--- config.mk ---
export PLATFORM = sky130hd
export DESIGN_NAME = grouped_inode_bitmap_allocator_top
export DESIGN_NICKNAME = d
export VERILOG_FILES = /design/src/rtl/giba_pkg.sv /design/src/rtl/giba_front.sv /design/src/rtl/giba_back.sv /design/src/rtl/grouped_inode_bitmap_allocator_top.sv
export SDC_FILE = /design/constraint.sdc
export NUM_CORES = 2
export LEC_CHECK = 0
export BUFFER_PORTS_ARGS = -buffer_cell sky130_fd_sc_hd__buf_2
export CORE_MARGIN = 4
export CORE_UTILIZATION = 56
export CTS_CLUSTER_DIAMETER = 30
export CTS_CLUSTER_SIZE = 16
export DETAILED_ROUTE_END_ITERATION = 16
export HOLD_SLACK_MARGIN = 0.02
export PLACE_DENSITY = 0.72
export SLEW_MARGIN = 15
export SYNTH_ARGS = -nofsm -noshare
export SYNTH_HDL_FRONTEND = slang
export SYNTH_HIERARCHICAL = 1
export SYNTH_MEMORY_MAX_BITS = 65536
export SYNTH_SLANG_ARGS = --single-unit
--- constraint.sdc ---
create_clock -name clk -period 12.2 [get_ports clk]
set_input_delay 0.61 -clock clk [delete_from_list [all_inputs] [get_ports clk]]
set_output_delay 0.61 -clock clk [all_outputs]
set_load 0.1 [all_outputs]
--- src/rtl/giba_pkg.sv ---
package giba_pkg;

	localparam int MaxGroups = 16;
	localparam int EntriesPerGroup = 256;
	localparam int ReservedEntries = 10;
	localparam int TotalBits = MaxGroups * EntriesPerGroup;
	localparam int WordBits = 64;
	localparam int WordsPerGroup = EntriesPerGroup / WordBits;
	localparam int BitmapWords = TotalBits / WordBits;
	localparam int WordAw = $clog2(BitmapWords);
	localparam int WpgW = $clog2(WordsPerGroup);
	localparam int GrpW = 4;
	localparam int NumW = 13;
	localparam int CntW = 9;
	localparam int CfgW = 13;
	localparam int CfgIdxW = 2;

	localparam logic [CfgIdxW-1:0] CFG_GROUPS = 2'd0;
	localparam logic [CfgIdxW-1:0] CFG_FIRST = 2'd1;
	localparam logic [CfgIdxW-1:0] CFG_TOTAL = 2'd2;

	localparam logic OP_ALLOC = 1'b0;
	localparam logic OP_FREE = 1'b1;

	localparam logic [1:0] ST_OK = 2'd0;
	localparam logic [1:0] ST_NOFREE = 2'd1;
	localparam logic [1:0] ST_RANGE = 2'd2;
	localparam logic [1:0] ST_REF = 2'd3;

	typedef struct packed {
		logic            opcode;
		logic [3:0]      start_group;
		logic            is_directory;
		logic [12:0]     entry_number;
		logic [7:0]      reference_count;
	} req_t;

	typedef struct packed {
		logic [1:0]      status;
		logic [12:0]     allocated_number;
		logic [3:0]      chosen_group;
		logic [12:0]     total_free;
	} rsp_t;

	// Classified command handed from front to back.
	typedef struct packed {
		logic            is_free;
		logic            reject;
		logic [1:0]      rej_status;
		logic [GrpW-1:0] group;
		logic [7:0]      bit_idx;
		logic            is_directory;
	} cmd_t;

	typedef enum logic [2:0] {
		BK_IDLE, BK_GROUP, BK_READ, BK_SCAN, BK_FREE_RD, BK_FREE_WR, BK_DONE
	} bk_state_t;

endpackage

--- src/rtl/giba_front.sv ---
module giba_front (
	input  logic                          clk,
	input  logic                          arst_n,
	input  logic                          push,
	output logic                          full,
	input  giba_pkg::req_t                req,
	input  logic [giba_pkg::CfgW-1:0]     first_usable_entry,
	input  logic [giba_pkg::CfgW-1:0]     entry_total,
	output logic                          cmd_valid,
	input  logic                          cmd_pop,
	output giba_pkg::cmd_t                cmd
);
	localparam int Depth = 2;
	giba_pkg::cmd_t fifo_q [Depth];
	logic        wp_q, rp_q;
	logic [1:0]  cnt_q;
	giba_pkg::cmd_t cls;
	logic [12:0] idx;
	logic        wr, rd;

	always_comb begin
		idx = req.entry_number - 13'd1;
		cls = '0;
		cls.is_free = (req.opcode == giba_pkg::OP_FREE);
		cls.group = req.start_group;
		cls.is_directory = req.is_directory;
		if (cls.is_free) begin
			cls.group = idx[11:8];
			cls.bit_idx = idx[7:0];
			if (req.reference_count > 8'd1) begin
				cls.reject = 1'b1;
				cls.rej_status = giba_pkg::ST_REF;
				cls.group = '0;
			end else if (req.entry_number == '0 || req.entry_number < first_usable_entry ||
					req.entry_number > entry_total ||
					req.entry_number > 13'(giba_pkg::TotalBits)) begin
				cls.reject = 1'b1;
				cls.rej_status = giba_pkg::ST_RANGE;
				cls.group = '0;
			end
		end
	end

	assign full = (cnt_q == 2'(Depth));
	assign wr = push && !full;
	assign rd = cmd_pop && cmd_valid;
	assign cmd_valid = (cnt_q != '0);
	assign cmd = fifo_q[rp_q];

	always_ff @(posedge clk) begin
		if (wr) fifo_q[wp_q] <= cls;
	end

	always_ff @(posedge clk or negedge arst_n) begin
		if (!arst_n) begin
			wp_q <= 1'b0;
			rp_q <= 1'b0;
			cnt_q <= '0;
		end else begin
			if (wr) wp_q <= ~wp_q;
			if (rd) rp_q <= ~rp_q;
			cnt_q <= cnt_q + 2'(wr) - 2'(rd);
		end
	end
endmodule

--- src/rtl/giba_back.sv ---
module giba_back (
	input  logic                          clk,
	input  logic                          arst_n,
	input  logic                          cmd_valid,
	output logic                          cmd_pop,
	input  giba_pkg::cmd_t                cmd,
	input  logic [4:0]                    groups_in_use,
	input  logic [giba_pkg::CfgW-1:0]     first_usable_entry,
	input  logic [giba_pkg::CfgW-1:0]     entry_total,
	output logic                          empty,
	input  logic                          pop,
	output giba_pkg::rsp_t                rsp
);
	localparam int Aw = giba_pkg::WordAw;
	localparam int Ww = giba_pkg::WpgW;

	logic [giba_pkg::WordBits-1:0] mem [giba_pkg::BitmapWords];
	logic [giba_pkg::WordBits-1:0] rdata_q;
	logic [giba_pkg::BitmapWords-1:0] wvalid_q;

	logic [giba_pkg::CntW-1:0] gfree_q [giba_pkg::MaxGroups];
	logic [giba_pkg::CntW-1:0] gdir_q [giba_pkg::MaxGroups];
	logic [12:0] gtot_q;

	giba_pkg::bk_state_t st_q, st_d;
	giba_pkg::cmd_t cmd_q;
	logic [giba_pkg::GrpW-1:0] g_q;
	logic [giba_pkg::GrpW-1:0] gsel;
	logic [4:0]  k_q;
	logic [Ww-1:0] w_q;
	logic [Aw-1:0] raddr;
	logic        rvalid_q;
	logic [giba_pkg::WordBits-1:0] word;
	logic [4:0]  ng;
	logic        res_v_q;
	giba_pkg::rsp_t res_q;

	// First-clear search over one word.
	logic        fz_found;
	logic [5:0]  fz_pos;
	always_comb begin
		fz_found = 1'b0;
		fz_pos = '0;
		for (int i = giba_pkg::WordBits - 1; i >= 0; i--) begin
			if (!word[i]) begin
				fz_found = 1'b1;
				fz_pos = 6'(i);
			end
		end
	end

	function automatic logic [giba_pkg::WordBits-1:0] reset_word(input logic [Aw-1:0] a);
		logic [giba_pkg::WordBits-1:0] w;
		w = '0;
		for (int i = 0; i < giba_pkg::WordBits; i++)
			if (a == '0 && i < giba_pkg::ReservedEntries) w[i] = 1'b1;
		return w;
	endfunction

	assign ng = (groups_in_use > 5'(giba_pkg::MaxGroups)) ? 5'(giba_pkg::MaxGroups)
		: groups_in_use;
	// Group actually visited: a start beyond the groups in use wraps to group 0.
	assign gsel = (5'(g_q) >= ng) ? '0 : g_q;
	assign word = rvalid_q ? rdata_q : reset_word(raddr);
	assign raddr = {g_q, w_q};

	logic [12:0] cand;
	assign cand = {1'b0, g_q, w_q, fz_pos} + 13'd1;

	assign empty = !res_v_q;
	assign rsp = res_q;
	assign cmd_pop = (st_q == giba_pkg::BK_IDLE) && cmd_valid && !res_v_q;

	always_comb begin
		st_d = st_q;
		case (st_q)
			giba_pkg::BK_IDLE: begin
				if (cmd_pop) begin
					if (cmd.reject) st_d = giba_pkg::BK_DONE;
					else if (cmd.is_free) st_d = giba_pkg::BK_FREE_RD;
					else st_d = giba_pkg::BK_GROUP;
				end
			end
			giba_pkg::BK_GROUP: begin
				if (k_q >= ng) st_d = giba_pkg::BK_DONE;
				else if (gfree_q[gsel] != '0) st_d = giba_pkg::BK_READ;
			end
			giba_pkg::BK_READ: st_d = giba_pkg::BK_SCAN;
			giba_pkg::BK_SCAN: begin
				if (fz_found) st_d = giba_pkg::BK_DONE;
				else if (w_q == Ww'(giba_pkg::WordsPerGroup - 1)) st_d = giba_pkg::BK_GROUP;
				else st_d = giba_pkg::BK_READ;
			end
			giba_pkg::BK_FREE_RD: st_d = giba_pkg::BK_FREE_WR;
			giba_pkg::BK_FREE_WR: st_d = giba_pkg::BK_DONE;
			giba_pkg::BK_DONE: st_d = giba_pkg::BK_IDLE;
			default: st_d = giba_pkg::BK_IDLE;
		endcase
	end

	always_ff @(posedge clk) begin
		rdata_q <= mem[raddr];
		if (st_q == giba_pkg::BK_SCAN && fz_found && cand >= first_usable_entry
				&& cand <= entry_total)
			mem[raddr] <= word | (64'd1 << fz_pos);
		if (st_q == giba_pkg::BK_FREE_WR && word[cmd_q.bit_idx[5:0]])
			mem[raddr] <= word & ~(64'd1 << cmd_q.bit_idx[5:0]);
	end

	always_ff @(posedge clk or negedge arst_n) begin
		if (!arst_n) begin
			st_q <= giba_pkg::BK_IDLE;
			wvalid_q <= '0;
			rvalid_q <= 1'b0;
			for (int i = 0; i < giba_pkg::MaxGroups; i++) begin
				gfree_q[i] <= (i == 0) ? giba_pkg::CntW'(giba_pkg::EntriesPerGroup
					- giba_pkg::ReservedEntries) : giba_pkg::CntW'(giba_pkg::EntriesPerGroup);
				gdir_q[i] <= '0;
			end
			gtot_q <= 13'(giba_pkg::TotalBits - giba_pkg::ReservedEntries);
			res_v_q <= 1'b0;
			res_q <= '0;
			cmd_q <= '0;
			g_q <= '0;
			k_q <= '0;
			w_q <= '0;
		end else begin
			st_q <= st_d;
			rvalid_q <= wvalid_q[raddr];
			if (pop && res_v_q) res_v_q <= 1'b0;
			case (st_q)
				giba_pkg::BK_IDLE: begin
					if (cmd_pop) begin
						cmd_q <= cmd;
						g_q <= cmd.group;
						k_q <= '0;
						w_q <= cmd.is_free ? cmd.bit_idx[7:6] : '0;
						res_q <= '{status: cmd.rej_status, allocated_number: '0,
							chosen_group: '0, total_free: gtot_q};
					end
				end
				giba_pkg::BK_GROUP: begin
					if (k_q >= ng) begin
						res_q.status <= giba_pkg::ST_NOFREE;
						res_q.chosen_group <= '0;
					end else begin
						w_q <= '0;
						if (gfree_q[gsel] == '0) begin
							k_q <= k_q + 5'd1;
							g_q <= gsel + 4'd1;
						end else begin
							g_q <= gsel;
						end
					end
				end
				giba_pkg::BK_SCAN: begin
					if (fz_found) begin
						res_q.chosen_group <= g_q;
						if (cand < first_usable_entry || cand > entry_total) begin
							res_q.status <= giba_pkg::ST_RANGE;
						end else begin
							wvalid_q[raddr] <= 1'b1;
							res_q.status <= giba_pkg::ST_OK;
							res_q.allocated_number <= cand;
							gfree_q[g_q] <= gfree_q[g_q] - 9'd1;
							if (cmd_q.is_directory &&
									gdir_q[g_q] < 9'(giba_pkg::EntriesPerGroup))
								gdir_q[g_q] <= gdir_q[g_q] + 9'd1;
							if (gtot_q != '0) begin
								gtot_q <= gtot_q - 13'd1;
								res_q.total_free <= gtot_q - 13'd1;
							end
						end
					end else if (w_q == Ww'(giba_pkg::WordsPerGroup - 1)) begin
						k_q <= k_q + 5'd1;
						g_q <= g_q + 4'd1;
						w_q <= '0;
					end else begin
						w_q <= w_q + Ww'(1);
					end
				end
				giba_pkg::BK_FREE_WR: begin
					res_q.chosen_group <= g_q;
					if (!word[cmd_q.bit_idx[5:0]]) begin
						res_q.status <= giba_pkg::ST_RANGE;
					end else begin
						wvalid_q[raddr] <= 1'b1;
						res_q.status <= giba_pkg::ST_OK;
						if (gfree_q[g_q] < 9'(giba_pkg::EntriesPerGroup))
							gfree_q[g_q] <= gfree_q[g_q] + 9'd1;
						if (cmd_q.is_directory && gdir_q[g_q] != '0)
							gdir_q[g_q] <= gdir_q[g_q] - 9'd1;
						if (gtot_q < 13'(giba_pkg::TotalBits)) begin
							gtot_q <= gtot_q + 13'd1;
							res_q.total_free <= gtot_q + 13'd1;
						end
					end
				end
				giba_pkg::BK_DONE: res_v_q <= 1'b1;
				default: ;
			endcase
		end
	end
endmodule

--- src/rtl/grouped_inode_bitmap_allocator_top.sv ---
// Grouped entry allocator over per-group usage bitmaps. Requests enter through a
// queue-style push/full port and results leave through an empty/pop port, one
// result beat per request, in order. The front stage classifies each request
// (reference and range checks for frees) into a two-deep command queue; the back
// stage owns the bitmap memory (64 words of 64 bits, one read port with a
// registered output) and the counters. A rejected request goes straight to its
// result; a free reads its bitmap word and writes it back; an allocate checks
// each visited group's free counter, then reads and scans bitmap words. The
// per-group free counters let the search skip full groups without reading them,
// so at most one group is scanned, one bitmap word at a time. The back stage
// holds one result and takes the next command only once that result has been
// popped. Configuration registers (index 0 groups in use, 1 first usable entry,
// 2 entry total) are written through cfg_we/cfg_index/cfg_data; the user must
// do so only while the block is idle, which the block itself does not enforce.
// The bitmap needs no clearing pass: per-word written flags make never-written
// words read as their reset contents.
module grouped_inode_bitmap_allocator_top (
	input  logic                                clk,
	input  logic                                arst_n,
	input  logic                                push,
	output logic                                full,
	input  giba_pkg::req_t                      req,
	output logic                                empty,
	input  logic                                pop,
	output giba_pkg::rsp_t                      rsp,
	input  logic                                cfg_we,
	input  logic [giba_pkg::CfgIdxW-1:0]        cfg_index,
	input  logic [giba_pkg::CfgW-1:0]           cfg_data
);
	logic [4:0]  groups_q;
	logic [12:0] first_q, total_q;
	logic        cmd_valid, cmd_pop;
	giba_pkg::cmd_t cmd;

	// Configuration registers; writes to unknown indexes are ignored.
	always_ff @(posedge clk or negedge arst_n) begin
		if (!arst_n) begin
			groups_q <= 5'd16;
			first_q <= 13'd11;
			total_q <= 13'd4096;
		end else if (cfg_we) begin
			case (cfg_index)
				giba_pkg::CFG_GROUPS: groups_q <= cfg_data[4:0];
				giba_pkg::CFG_FIRST: first_q <= cfg_data;
				giba_pkg::CFG_TOTAL: total_q <= cfg_data;
				default: ;
			endcase
		end
	end

	giba_front u_front (
		.clk, .arst_n, .push, .full, .req,
		.first_usable_entry(first_q), .entry_total(total_q),
		.cmd_valid, .cmd_pop, .cmd
	);

	giba_back u_back (
		.clk, .arst_n, .cmd_valid, .cmd_pop, .cmd,
		.groups_in_use(groups_q), .first_usable_entry(first_q), .entry_total(total_q),
		.empty, .pop, .rsp
	);
endmodule

==> flow_summary.json <==
{
  "status": "complete, no violations",
  "slowest_stage": "nor2_4",
  "fin_util_pct": 66.5,
  "clockBufferDepth": 4,
  "place.port_buffers": 78,
  "crit_top_cell": "ha_1",
  "grt-ovfl-total": 0,
  "worstSetupPathDepth": 19,
  "crit_path_max_fanout": 31,
  "rrSetupSlack_ns": 2.70,
  "grt_antenna_before_repair": 50,
  "cts_buffers": 687,
  "required_ns": 12.85,
  "grt_pass1_wl_um": 763000,
  "final_cells": 14800,
  "nets": 10400,
  "netlist_area_um2": 170000,
  "hold_violations": 0,
  "htreeDepth": 6,
  "reg2reg_from": "u_back/g_q[0]",
  "die_width_um": 559,
  "clock.fmax_mhz": 105,
  "cp.arrival_ns": 10.15,
  "core-area_um2": 303000,
  "crit_chain": "inv_2 > ha_1 > nand2_2 > a2111oi_0 > nand3_1 > o22a_1 > a221oi_1 > ha_1 > nand4_1 > xnor2_1 > ha_1 > and3_1 > a221oi_1 > a31oi_1 > o31ai_1 > buf_4 > nand2_1 > nor2_4 > buf_4",
  "root_buffer": "clkbuf_16",
  "vias_per_cell": 7.16,
  "setup.worst_path.end": "u_back/mem[35][45]",
  "cts_num_sinks": 4500,
  "clk_latency_ns": 1.07,
  "syn_area_per_cell_um2": 17.4,
  "fin_crit_sh_pct": 77.9,
  "slew_headroom_pct": 5.20,
  "place_congestion": 0.932,
  "syn2layout_area_growth_pct": 18.4,
  "drt-total-wl_um": 542000,
  "tightest_slew_ns": 1.41,
  "synth_nets": 9907,
  "crit_type": "reg -> reg",
  "critPathLaunch": "u_back/g_q[0]",
  "fin_total_pwr_mw": 50.2,
  "report.final.slew_viol_count": 0,
  "final_common_cell": "edfxtp_1",
  "place_ws_ns": 2.99,
  "p_per_area_nw_per_um2": 249,
  "grt_pass1_vias": 104000,
  "clock_skew_ns": 0.0855,
  "power.leakage_nw": 67.6,
  "first_pass_iters": 8,
  "drt_iter0_drc": 18400,
  "syn_inst": 9778,
  "drive_gt1_share_pct": 18.6,
  "path_clk_slew_ns": 0.05,
  "rows": 202,
  "critical_path_buf_inv_count": 3,
  "cts_tree": "done",
  "die_h_um": 559,
  "dp_cells": 13500,
  "drc": 0,
  "fin_setup_tns_ns": 0,
  "cp_top_family": "simple AND/OR/NAND/NOR gates",
  "start_util_pct": 56.2,
  "worst_setup_path_start_kind": "flop",
  "die_area_um2": 312000,
  "irDropWorstVdd_mv": 0.218,
  "grt_util_all_layers_pct": 33.7,
  "rr_endpoint": "u_back/mem[35][45]",
  "hold_path.class": "in -> reg",
  "min_period_ns": 9.50,
  "vias": 106000,
  "reg2reg_depth": 19,
  "cp-end-kind": "flop",
  "max_cap_viol_count": 0,
  "layout_setup_ws_ns": 2.70,
  "final_cell_mix": "edfxtp_1, a22oi_1, clkbuf_16, buf_4, dfrtp_1",
  "wl_per_cell_um": 36.5,
  "setup_violations": 0,
  "grt_max_degree": 110,
  "ctsResizeCount": 0,
  "hpwlAfterDp_um": 295000,
  "max_stage_delay_ns": 1.25,
  "io_pins": 81,
  "rsz0062_at_grt": "no",
  "ant_nets": 0,
  "synth_warnings": 6
}
layer usage:
layer | up-vias | wire length, um | track usage, %
li1 | 42200 | - | -
met1 | 53100 | 185000 | 45.0
met2 | 9308 | 244000 | 50.9
met3 | 1637 | 81100 | 9.94
met4 | 32 | 31200 | 16.7
met5 | - | 189 | 0.442
flip-flops by register name, indices dropped and copies added, names as in the netlist, 6 cells and up, named ones only:
signal and cells:
u_back/mem 4096, u_back/rsp 32, first_q 13, u_back/gfree_q 128, u_back/cmd_q 6, u_back/gtot_q 13
total_q 13, u_back/rdata_q 64, u_back/wvalid_q 64, u_front/fifo_q 30
power breakdown:
group,switching (mW),internal (mW),total [mW]
clock,7.42,12.6,20.0
sequential,0.569,17.7,18.3
combinational,8.84,2.99,11.8
metrics by stage:
stage	cell area [um2]	hold slack (ns)
6_report	201000	0.106
5_1_grt	201000	0.105
3_3_place_gp	177000	0.438
3_5_place_dp	177000	0.444
2_1_floorplan	170000	0.314
4_1_cts	201000	0.0269
worst min-delay path by stage:
stage / startpoint / endpoint / slack (ns) / cells past startpoint
after floorplan: arst_n / first_q[10] / 0.31 / 0
after global placement: u_back/wvalid_q[53] / u_back/wvalid_q[53] / 0.44 / 1
after detailed placement: u_back/wvalid_q[32] / u_back/wvalid_q[32] / 0.44 / 1
after CTS: req[11] / u_front/fifo_q[1][4] / 0.03 / 3
after global routing: req[11] / u_front/fifo_q[1][4] / 0.10 / 3
final: req[11] / u_front/fifo_q[1][4] / 0.11 / 3
tightest hold or removal path: cells and delay by family:
family          cells  cell delay, ns
compound gates      2            0.19
buf+inv             1            0.15
final cells by class:
type	count	area (um2)
antenna	30	75.1
tap	3978	4980
clock inverter	506	6360
inverter	104	390
clock buffer	762	17700
timing repair buffer	438	3640
multi-input combinational	4523	35200
fill	18900	101000
sequential	4500	133000
repair_timing:
item / 4_1_cts / 5_1_grt
hold endpoints to repair: 127 / 0
hold buffers: 24 / 0
setup buffers: 0 / 0
(Power assumes the default switching activity.)
